==> src/rtl/hcl_pkg.sv <==
`timescale 1ns / 1ps
// ----------------------------------------------------------------------------
// hcl_pkg
// Shared types, character codes and the header name table for the
// content-length parser.
// ----------------------------------------------------------------------------
package hcl_pkg;

    localparam logic [7:0] CHAR_TAB   = 8'h09;
    localparam logic [7:0] CHAR_LF    = 8'h0A;
    localparam logic [7:0] CHAR_CR    = 8'h0D;
    localparam logic [7:0] CHAR_SPACE = 8'h20;
    localparam logic [7:0] CHAR_PLUS  = 8'h2B;
    localparam logic [7:0] CHAR_MINUS = 8'h2D;
    localparam logic [7:0] CHAR_ZERO  = 8'h30;
    localparam logic [7:0] CHAR_NINE  = 8'h39;
    localparam logic [7:0] CHAR_COLON = 8'h3A;

    localparam logic [3:0]  NAME_LEN      = 4'd14;
    localparam logic [3:0]  LINE_POS_MAX  = 4'd15;
    localparam logic [31:0] ACC_CAP       = 32'h8000_0000;
    localparam logic [31:0] POS_MAX       = 32'h7FFF_FFFF;
    localparam logic [31:0] FOUND_NONE    = 32'hFFFF_FFFF;
    localparam logic [30:0] DEFAULT_RESET = 31'd1000000;

    typedef enum logic [3:0] {
        PH_SKIP   = 4'b0001,
        PH_SIGN   = 4'b0010,
        PH_DIGITS = 4'b0100,
        PH_DONE   = 4'b1000
    } t_num_phase;

    typedef struct packed {
        t_num_phase  phase;
        logic        negative;
        logic [31:0] acc;
        logic        clamped;
    } t_num_state;

    typedef struct packed {
        logic [31:0] value;
        logic        clamped;
    } t_commit;

    localparam t_num_state NUM_RESET = '{
        phase: PH_SKIP, negative: 1'b0, acc: 32'd0, clamped: 1'b0
    };

    // "Content-Length", one character per line position
    function automatic logic [7:0] name_char(input logic [3:0] pos);
        logic [7:0] c;
        unique case (pos)
            4'd0:    c = 8'h43; // C
            4'd1:    c = 8'h6F; // o
            4'd2:    c = 8'h6E; // n
            4'd3:    c = 8'h74; // t
            4'd4:    c = 8'h65; // e
            4'd5:    c = 8'h6E; // n
            4'd6:    c = 8'h74; // t
            4'd7:    c = 8'h2D; // -
            4'd8:    c = 8'h4C; // L
            4'd9:    c = 8'h65; // e
            4'd10:   c = 8'h6E; // n
            4'd11:   c = 8'h67; // g
            4'd12:   c = 8'h74; // t
            4'd13:   c = 8'h68; // h
            default: c = 8'h00;
        endcase
        return c;
    endfunction

endpackage

==> src/rtl/hcl_value_decoder.sv <==
`timescale 1ns / 1ps
// ----------------------------------------------------------------------------
// hcl_value_decoder
// One step of the atoi-style value decoder: whitespace skip, sign, digits
// with saturation of the magnitude at 2^31.
// ----------------------------------------------------------------------------
module hcl_value_decoder
    import hcl_pkg::*;
(
    input  t_num_state i_state,
    input  logic [7:0] i_byte,
    output t_num_state o_state
);

    logic        is_digit;
    logic        is_space;
    logic [3:0]  digit;
    logic [34:0] times_ten;
    logic        over_cap;
    t_num_state  added;

    assign is_digit = (i_byte >= CHAR_ZERO) && (i_byte <= CHAR_NINE);
    assign is_space = (i_byte == CHAR_SPACE) || ((i_byte >= CHAR_TAB) && (i_byte <= CHAR_CR));
    assign digit    = 4'(i_byte - CHAR_ZERO);

    // acc * 10 + d as shift-add
    assign times_ten = {i_state.acc, 3'b000} + {2'b00, i_state.acc, 1'b0}
                     + {31'd0, digit};
    assign over_cap  = times_ten > {3'b000, ACC_CAP};

    always_comb begin
        added = i_state;
        added.phase = PH_DIGITS;
        if (!i_state.clamped) begin
            if (over_cap) begin
                added.acc     = ACC_CAP;
                added.clamped = 1'b1;
            end else begin
                added.acc = times_ten[31:0];
            end
        end
    end

    always_comb begin
        o_state = i_state;
        unique case (i_state.phase)
            PH_SKIP: begin
                priority if (is_space) begin
                    o_state = i_state;
                end else if (i_byte == CHAR_PLUS) begin
                    o_state.phase = PH_SIGN;
                end else if (i_byte == CHAR_MINUS) begin
                    o_state.phase    = PH_SIGN;
                    o_state.negative = 1'b1;
                end else if (is_digit) begin
                    o_state = added;
                end else begin
                    o_state.phase = PH_DONE;
                end
            end
            PH_SIGN, PH_DIGITS: begin
                if (is_digit) begin
                    o_state = added;
                end else begin
                    o_state.phase = PH_DONE;
                end
            end
            PH_DONE: begin
                o_state = i_state;
            end
            default: begin
                o_state = i_state;
            end
        endcase
    end

endmodule

==> src/rtl/hcl_commit.sv <==
`timescale 1ns / 1ps
// ----------------------------------------------------------------------------
// hcl_commit
// Turns a decoded sign and magnitude into a signed 32-bit value with
// clamping at the end of a matching header line.
// ----------------------------------------------------------------------------
module hcl_commit
    import hcl_pkg::*;
(
    input  t_num_state i_state,
    output t_commit    o_commit
);

    always_comb begin
        if (i_state.negative) begin
            if (i_state.clamped) begin
                o_commit.value   = ACC_CAP;
                o_commit.clamped = 1'b1;
            end else begin
                o_commit.value   = 32'd0 - i_state.acc;
                o_commit.clamped = 1'b0;
            end
        end else if (i_state.acc > POS_MAX) begin
            o_commit.value   = POS_MAX;
            o_commit.clamped = 1'b1;
        end else begin
            o_commit.value   = i_state.acc;
            o_commit.clamped = 1'b0;
        end
    end

endmodule

==> src/rtl/http_header_content_length_parser.sv <==
`timescale 1ns / 1ps
// ----------------------------------------------------------------------------
// http_header_content_length_parser
// Streaming parser of an HTTP response head that reports its Content-Length.
// ----------------------------------------------------------------------------
// Takes one byte of the response head per cycle, with no gaps needed between
// items. A byte passes from the input register through the line and value logic
// into the state registers, and the LF ending the head loads the result into the
// output register. The only stall is a full output register while the master
// side holds m_axis_tready low. The result reports the last exact
// "Content-Length" value (atoi rules, saturated to 32 bits) or the default
// length register when none was usable, plus the header count, saturating at
// MAX_HEADERS (and at 255). The default length must be written while idle.
module http_header_content_length_parser
    import hcl_pkg::*;
#(
    parameter int MAX_HEADERS = 128
) (
    input  logic        i_clk,
    input  logic        i_rst_n,
    input  logic        i_cfg_wen,
    input  logic [30:0] i_cfg_wdata,   // default_length
    input  logic        s_axis_tvalid,
    output logic        s_axis_tready,
    input  logic [7:0]  s_axis_tdata,  // [7:0] data_byte
    output logic        m_axis_tvalid,
    input  logic        m_axis_tready,
    // [31:0] reported_length, [32] length_found, [40:33] header_count,
    // [41] value_saturated, [47:42] zero
    output logic [47:0] m_axis_tdata
);

    localparam logic [7:0] COUNT_CAP = (MAX_HEADERS < 255) ? 8'(MAX_HEADERS) : 8'd255;

    logic [30:0] r_default_length;
    logic        r_in_valid;
    logic [7:0]  r_in_byte;
    logic        advance;

    logic        r_on_status;
    logic [3:0]  r_line_pos;
    logic        r_first_ends;
    logic        r_colon_seen;
    logic        r_name_match;
    logic        r_prev_cr;
    t_num_state  r_num;
    logic [31:0] r_found_value;
    logic        r_found_clamped;
    logic [7:0]  r_lines;

    logic        n_on_status;
    logic [3:0]  n_line_pos;
    logic        n_first_ends;
    logic        n_colon_seen;
    logic        n_name_match;
    logic        n_prev_cr;
    t_num_state  n_num;
    logic [31:0] n_found_value;
    logic        n_found_clamped;
    logic [7:0]  n_lines;

    logic        r_out_valid;
    logic [31:0] r_out_length;
    logic        r_out_found;
    logic [7:0]  r_out_count;
    logic        r_out_sat;

    t_num_state  dec_num;
    t_commit     commit;
    logic        line_end;
    logic        head_end;

    hcl_value_decoder u_value_decoder (
        .i_state (r_num),
        .i_byte  (r_in_byte),
        .o_state (dec_num)
    );

    hcl_commit u_commit (
        .i_state  (r_num),
        .o_commit (commit)
    );

    assign advance       = r_in_valid && (!r_out_valid || m_axis_tready);
    assign s_axis_tready = !r_in_valid || advance;
    assign line_end      = (r_in_byte == CHAR_LF) && r_prev_cr;
    assign head_end      = line_end && (r_first_ends || (r_line_pos == 4'd1));

    always_comb begin
        n_on_status     = r_on_status;
        n_line_pos      = r_line_pos;
        n_first_ends    = r_first_ends;
        n_colon_seen    = r_colon_seen;
        n_name_match    = r_name_match;
        n_prev_cr       = r_prev_cr;
        n_num           = r_num;
        n_found_value   = r_found_value;
        n_found_clamped = r_found_clamped;
        n_lines         = r_lines;
        if (line_end) begin
            // both cases start a fresh line
            n_line_pos   = 4'd0;
            n_first_ends = 1'b0;
            n_colon_seen = 1'b0;
            n_name_match = 1'b1;
            n_num        = NUM_RESET;
            n_prev_cr    = 1'b0;
            if (head_end) begin
                n_on_status     = 1'b1;
                n_found_value   = FOUND_NONE;
                n_found_clamped = 1'b0;
                n_lines         = 8'd0;
            end else begin
                if (!r_on_status) begin
                    if (r_lines < COUNT_CAP) begin
                        n_lines = r_lines + 8'd1;
                    end
                    if (r_name_match) begin
                        n_found_value   = commit.value;
                        n_found_clamped = commit.clamped;
                    end
                end
                n_on_status = 1'b0;
            end
        end else begin
            priority if ((r_in_byte == CHAR_COLON) && !r_colon_seen) begin
                if (r_line_pos == 4'd0) begin
                    n_first_ends = 1'b1;
                end
                if (r_line_pos != NAME_LEN) begin
                    n_name_match = 1'b0;
                end
                n_colon_seen = 1'b1;
            end else if (!r_colon_seen) begin
                if (r_line_pos < NAME_LEN) begin
                    if (r_in_byte != name_char(r_line_pos)) begin
                        n_name_match = 1'b0;
                    end
                end else if (!((r_line_pos == NAME_LEN) && (r_in_byte == CHAR_CR))) begin
                    n_name_match = 1'b0;
                end
            end else begin
                n_num = dec_num;
            end
            if (r_line_pos < LINE_POS_MAX) begin
                n_line_pos = r_line_pos + 4'd1;
            end
            n_prev_cr = (r_in_byte == CHAR_CR);
        end
    end

    always_ff @(posedge i_clk) begin
        if (!i_rst_n) begin
            r_default_length <= DEFAULT_RESET;
        end else if (i_cfg_wen) begin
            r_default_length <= i_cfg_wdata;
        end
    end

    always_ff @(posedge i_clk) begin
        if (!i_rst_n) begin
            r_in_valid <= 1'b0;
        end else if (s_axis_tvalid && s_axis_tready) begin
            r_in_valid <= 1'b1;
        end else if (advance) begin
            r_in_valid <= 1'b0;
        end
    end

    always_ff @(posedge i_clk) begin
        if (s_axis_tvalid && s_axis_tready) begin
            r_in_byte <= s_axis_tdata;
        end
    end

    always_ff @(posedge i_clk) begin
        if (!i_rst_n) begin
            r_on_status     <= 1'b1;
            r_line_pos      <= 4'd0;
            r_first_ends    <= 1'b0;
            r_colon_seen    <= 1'b0;
            r_name_match    <= 1'b1;
            r_prev_cr       <= 1'b0;
            r_num           <= NUM_RESET;
            r_found_value   <= FOUND_NONE;
            r_found_clamped <= 1'b0;
            r_lines         <= 8'd0;
        end else if (advance) begin
            r_on_status     <= n_on_status;
            r_line_pos      <= n_line_pos;
            r_first_ends    <= n_first_ends;
            r_colon_seen    <= n_colon_seen;
            r_name_match    <= n_name_match;
            r_prev_cr       <= n_prev_cr;
            r_num           <= n_num;
            r_found_value   <= n_found_value;
            r_found_clamped <= n_found_clamped;
            r_lines         <= n_lines;
        end
    end

    always_ff @(posedge i_clk) begin
        if (!i_rst_n) begin
            r_out_valid <= 1'b0;
        end else if (advance && head_end) begin
            r_out_valid <= 1'b1;
        end else if (m_axis_tready) begin
            r_out_valid <= 1'b0;
        end
    end

    always_ff @(posedge i_clk) begin
        if (advance && head_end) begin
            if (r_found_value == FOUND_NONE) begin
                r_out_length <= {1'b0, r_default_length};
                r_out_found  <= 1'b0;
                r_out_sat    <= 1'b0;
            end else begin
                r_out_length <= r_found_value;
                r_out_found  <= 1'b1;
                r_out_sat    <= r_found_clamped;
            end
            r_out_count <= r_lines;
        end
    end

    assign m_axis_tvalid = r_out_valid;
    assign m_axis_tdata  = {6'd0, r_out_sat, r_out_count, r_out_found, r_out_length};

    // a default length never carries the saturation flag
    a_sat_needs_found: assert property (@(posedge i_clk) disable iff (!i_rst_n)
        r_out_valid && !r_out_found |-> !r_out_sat)
        else $error("saturation flag set without a decoded length");

    a_count_cap: assert property (@(posedge i_clk) disable iff (!i_rst_n)
        r_lines <= COUNT_CAP)
        else $error("header count beyond cap");

    // end of head restarts the message
    a_restart: assert property (@(posedge i_clk) disable iff (!i_rst_n)
        advance && head_end |=> r_on_status && (r_lines == 8'd0) && !r_prev_cr
                                && (r_found_value == FOUND_NONE))
        else $error("message state not cleared after result");

    a_colon_pos: assert property (@(posedge i_clk) disable iff (!i_rst_n)
        r_colon_seen |-> (r_line_pos != 4'd0))
        else $error("colon seen at line position zero");

endmodule

==> config.mk <==
export PLATFORM = sky130hd
export DESIGN_NAME = http_header_content_length_parser
export DESIGN_NICKNAME = d
export VERILOG_FILES = /design/src/rtl/hcl_pkg.sv /design/src/rtl/hcl_value_decoder.sv /design/src/rtl/hcl_commit.sv /design/src/rtl/http_header_content_length_parser.sv
export SDC_FILE = /design/constraint.sdc
export NUM_CORES = 1
export LEC_CHECK = 0
export ABC_AREA = 1
export BUFFER_PORTS_ARGS = -buffer_cell sky130_fd_sc_hd__buf_2
export CELL_PAD_IN_SITES_DETAIL_PLACEMENT = 1
export CELL_PAD_IN_SITES_GLOBAL_PLACEMENT = 1
export CORE_MARGIN = 1
export CORE_UTILIZATION = 45
export DETAILED_ROUTE_END_ITERATION = 10
export MAX_ROUTING_LAYER = met4
export PLACE_DENSITY_LB_ADDON = 0.1
export RECOVER_POWER = 100
export SYNTH_ARGS = -nofsm -noshare
export SYNTH_HDL_FRONTEND = slang
export SYNTH_SLANG_ARGS = --single-unit
==> constraint.sdc <==
create_clock -name i_clk -period 8.34 [get_ports i_clk]
set_clock_uncertainty 0.15 [all_clocks]
set_input_delay 0.834 -clock i_clk [delete_from_list [all_inputs] [get_ports i_clk]]
set_output_delay 0.834 -clock i_clk [all_outputs]
set_load 0.02 [all_outputs]
==> flow_summary_export.csv <==
group,metric,value,unit
run_status,status,"complete, but fails checks",
run_status,violations,"max-capacitance violations, max-slew violations",
grt,grt_util_met3,0.0298,
cells_and_area,antenna_cells,0,
floorplan,die_area,26100,sq um
worst_hold_path,hold_class,"reg -> reg",
placed_design,placed_cell_area,12000,sq um
placed_design,dp_cells,2035,
cells_and_area,stdcell_area,12600,sq um
cts,clkLatencyLatePin,0.44,ns
drt,drc,0,
yosys,synthTopCellsByCount,"nand2_1 (471), inv_1 (213), nor2_1 (167)",
setup_path,crit_required,8.51,ns
yosys,netlist_area,11400,sq um
yosys,ys_seq_area_frac,0.355,
cells_and_area,drive_gt1_frac,0.0631,
drt,drtPass1Iterations,7,
power_and_ir_drop,p_leak,6.08,nW
cts,cts_max_path_buffers,2,
cts,clkTransAtPathRegs,0.08,ns
sta,fin_setup_tns,0,ns
yosys,yosys.area.top_type,"dfxtp_1",
drt,antenna_left,0,
placed_design,gp_congestion,0.916,
yosys,synth-edff-count,50,
sta,min_period_over_period,0.661,
grt,overflow,0,
floorplan,coreArea,24600,sq um
yosys,yosysMostFrequentCell,"nand2_1",
drt,wl,34600,um
placed_design,numPortBuffers,87,
yosys,synth_seq_cells,178,
cts,clock_sinks,178,
cts,cts-root-buf,"clkbuf_16",
grt,top_usage_layer,"met2",
grt,grt_usage,0.283,
cts,cts_buffers,17,
grt,grt_pass1_vias,11700,
setup_path,cp-end-kind,"flop",
cts,cts_resized,0,
cells_and_area,layout.nets,1851,
grt,grt_max_degree,47,
placed_design,dpl.hpwl,26400,um
sta,layout_min_cycle_time,5.51,ns
setup_path,startpoint_type,"input port",
drt,dr_total_vias,11000,
grt,antenna_found_initial,0,
yosys,synth_top_area_share,0.224,
cells_and_area,syn_to_final_growth,9.76,%
yosys,synthArstFlopShare,0,
floorplan,die_height,161,um
power_and_ir_drop,power.total,0.00184,W
floorplan,start_util,0.465,
floorplan,num_io_pins,94,
yosys,syn_inst,1671,
drt,drt-initial-drc-count,677,
drt,viasPerCell,5.34,
sta,finalMaxSlewViolations,159,
cts,cts_tree,"yes",
yosys,ys_types,56,
setup_path,worstSetupPathType,"in -> reg",
setup_path,cp.arrival,5.68,ns
grt,grt_pass1_wl,57700,um
sta,hold_viol_final,0,
cts,post-cts-setup-buffer-count,0,
yosys,yosys-top-cells-area,"dfxtp_1 (22%), nand2_1 (15%), edfxtp_1 (13%)",
power_and_ir_drop,vdd_ir_drop_max,0.144,mV
yosys,avgSynthCellArea,6.84,sq um
cells_and_area,stdcell_count,2067,
sta,fmax,0.181,GHz
job,cap_violations,4,
sta,tightest_slew,2.60,ns
grt,met2_usage,0.510,
floorplan,num_rows,57,
sta,rsz0062_at_grt,"no",
cts,ctsHoldBuffers,0,
setup_path,path_max_fanout,44,
floorplan,die_x,161,um
drt,wire_per_inst,16.7,um
sta,slew_headroom,-0.734,
yosys,yosysWarnings,0,
cts,h-tree-depth,4,
grt,grtUsageMet1,0.338,
yosys,synthFlopType,"dfxtp_1",
sta,setup_violations,0,
power_and_ir_drop,power_density,146,nW/um^2
-- final cells by class --
class,instances,area (sq um)
tap,324,405
inverter,228,857
clock buffer,17,425
clock inverter,15,210
sequential,178,4060
timing repair buffer,92,400
multi-input combinational,1213,6190
fill,3322,12100
-- logic make-up (layout without fill, tap and decap cells) --
kind of cell,Yosys count,after routing,synth area share
and+or+nand+nor,837,837,0.314
buffers and inverters,285,352,0.101
AOI/OAI and AO/OA,277,277,0.132
DFF,178,178,0.355
adders and majority gates,77,77,0.0855
xor gates and xnor gates,16,16,0.0123
other,1,6,0.000328
-- worst paths after layout --
path / from / end / slack (ns) / cells after the start
setup / recovery: i_rst_n / flop / 2.83 / 9
hold / removal: r_lines[4] / r_out_count[4] / 0.29 / 0
setup reg to reg: r_in_byte[3] / r_num[32] / 2.96 / 18
hold reg to reg: r_lines[4] / r_out_count[4] / 0.29 / 0
-- layout by cell type (no fill, tap or decap), types with 4 or more instances in the layout --
cell type	count
o211ai_1	16
conb_1	6
nor2_2	6
nand4_1	23
inv_1	216
o22ai_1	4
clkbuf_1	50
nor4_1	7
o21ai_1	4
edfxtp_1	50
nand2_2	4
nor3_1	22
buf_2	41
a31oi_1	6
ha_1	75
xor2_1	9
inv_2	9
nand3_1	110
o21ai_0	98
xnor2_1	7
nor2_1	171
dfxtp_1	128
clkinv_8	7
clkbuf_16	17
nand2_1	471
nand3_2	5
a21oi_1	130
-- worst max-delay path, stage by stage --
cell	delay [ns]
clkbuf_1	1.33
inv_1	1.19
clkbuf_1	0.74
nor2_1	0.37
inv_1	0.19
nor2_1	0.44
inv_1	0.18
o21ai_0	0.24
o22ai_1	0.10
-- power by group --
group / leakage [nW] / switching (W) / internal (W)
combinational: 4.28 / 0.0000519 / 0.0000276
clock: 0.305 / 0.000407 / 0.000437
sequential: 1.50 / 0.0000109 / 0.000904
-- metrics by stage --
stage	util	setup slack, ns	hold slack, ns
after floorplan	-	5.20	0.258
final	0.510	2.83	0.294
after CTS	0.515	4.28	0.293
after detailed placement	0.489	4.33	0.273
after global placement	0.489	4.46	0.264
after global routing	0.510	2.15	0.316
-- state kept, by name, summed over array words and instances (netlist names), 4 cells and up, named ones only --
name / count
r_out_length: 32
r_in_byte: 8
r_out_count: 8
r_found_value: 32
r_default_length: 31
r_num: 38
r_line_pos: 4
r_lines: 8
-- metal layers --
metal / wire, um / vias up
li1: - / 5550
met1: 15400 / 5297
met2: 17700 / 158
met3: 956 / 35
met4: 514 / 0
met5: 0 / -
Note: power is estimated with default switching activity, not from simulation.
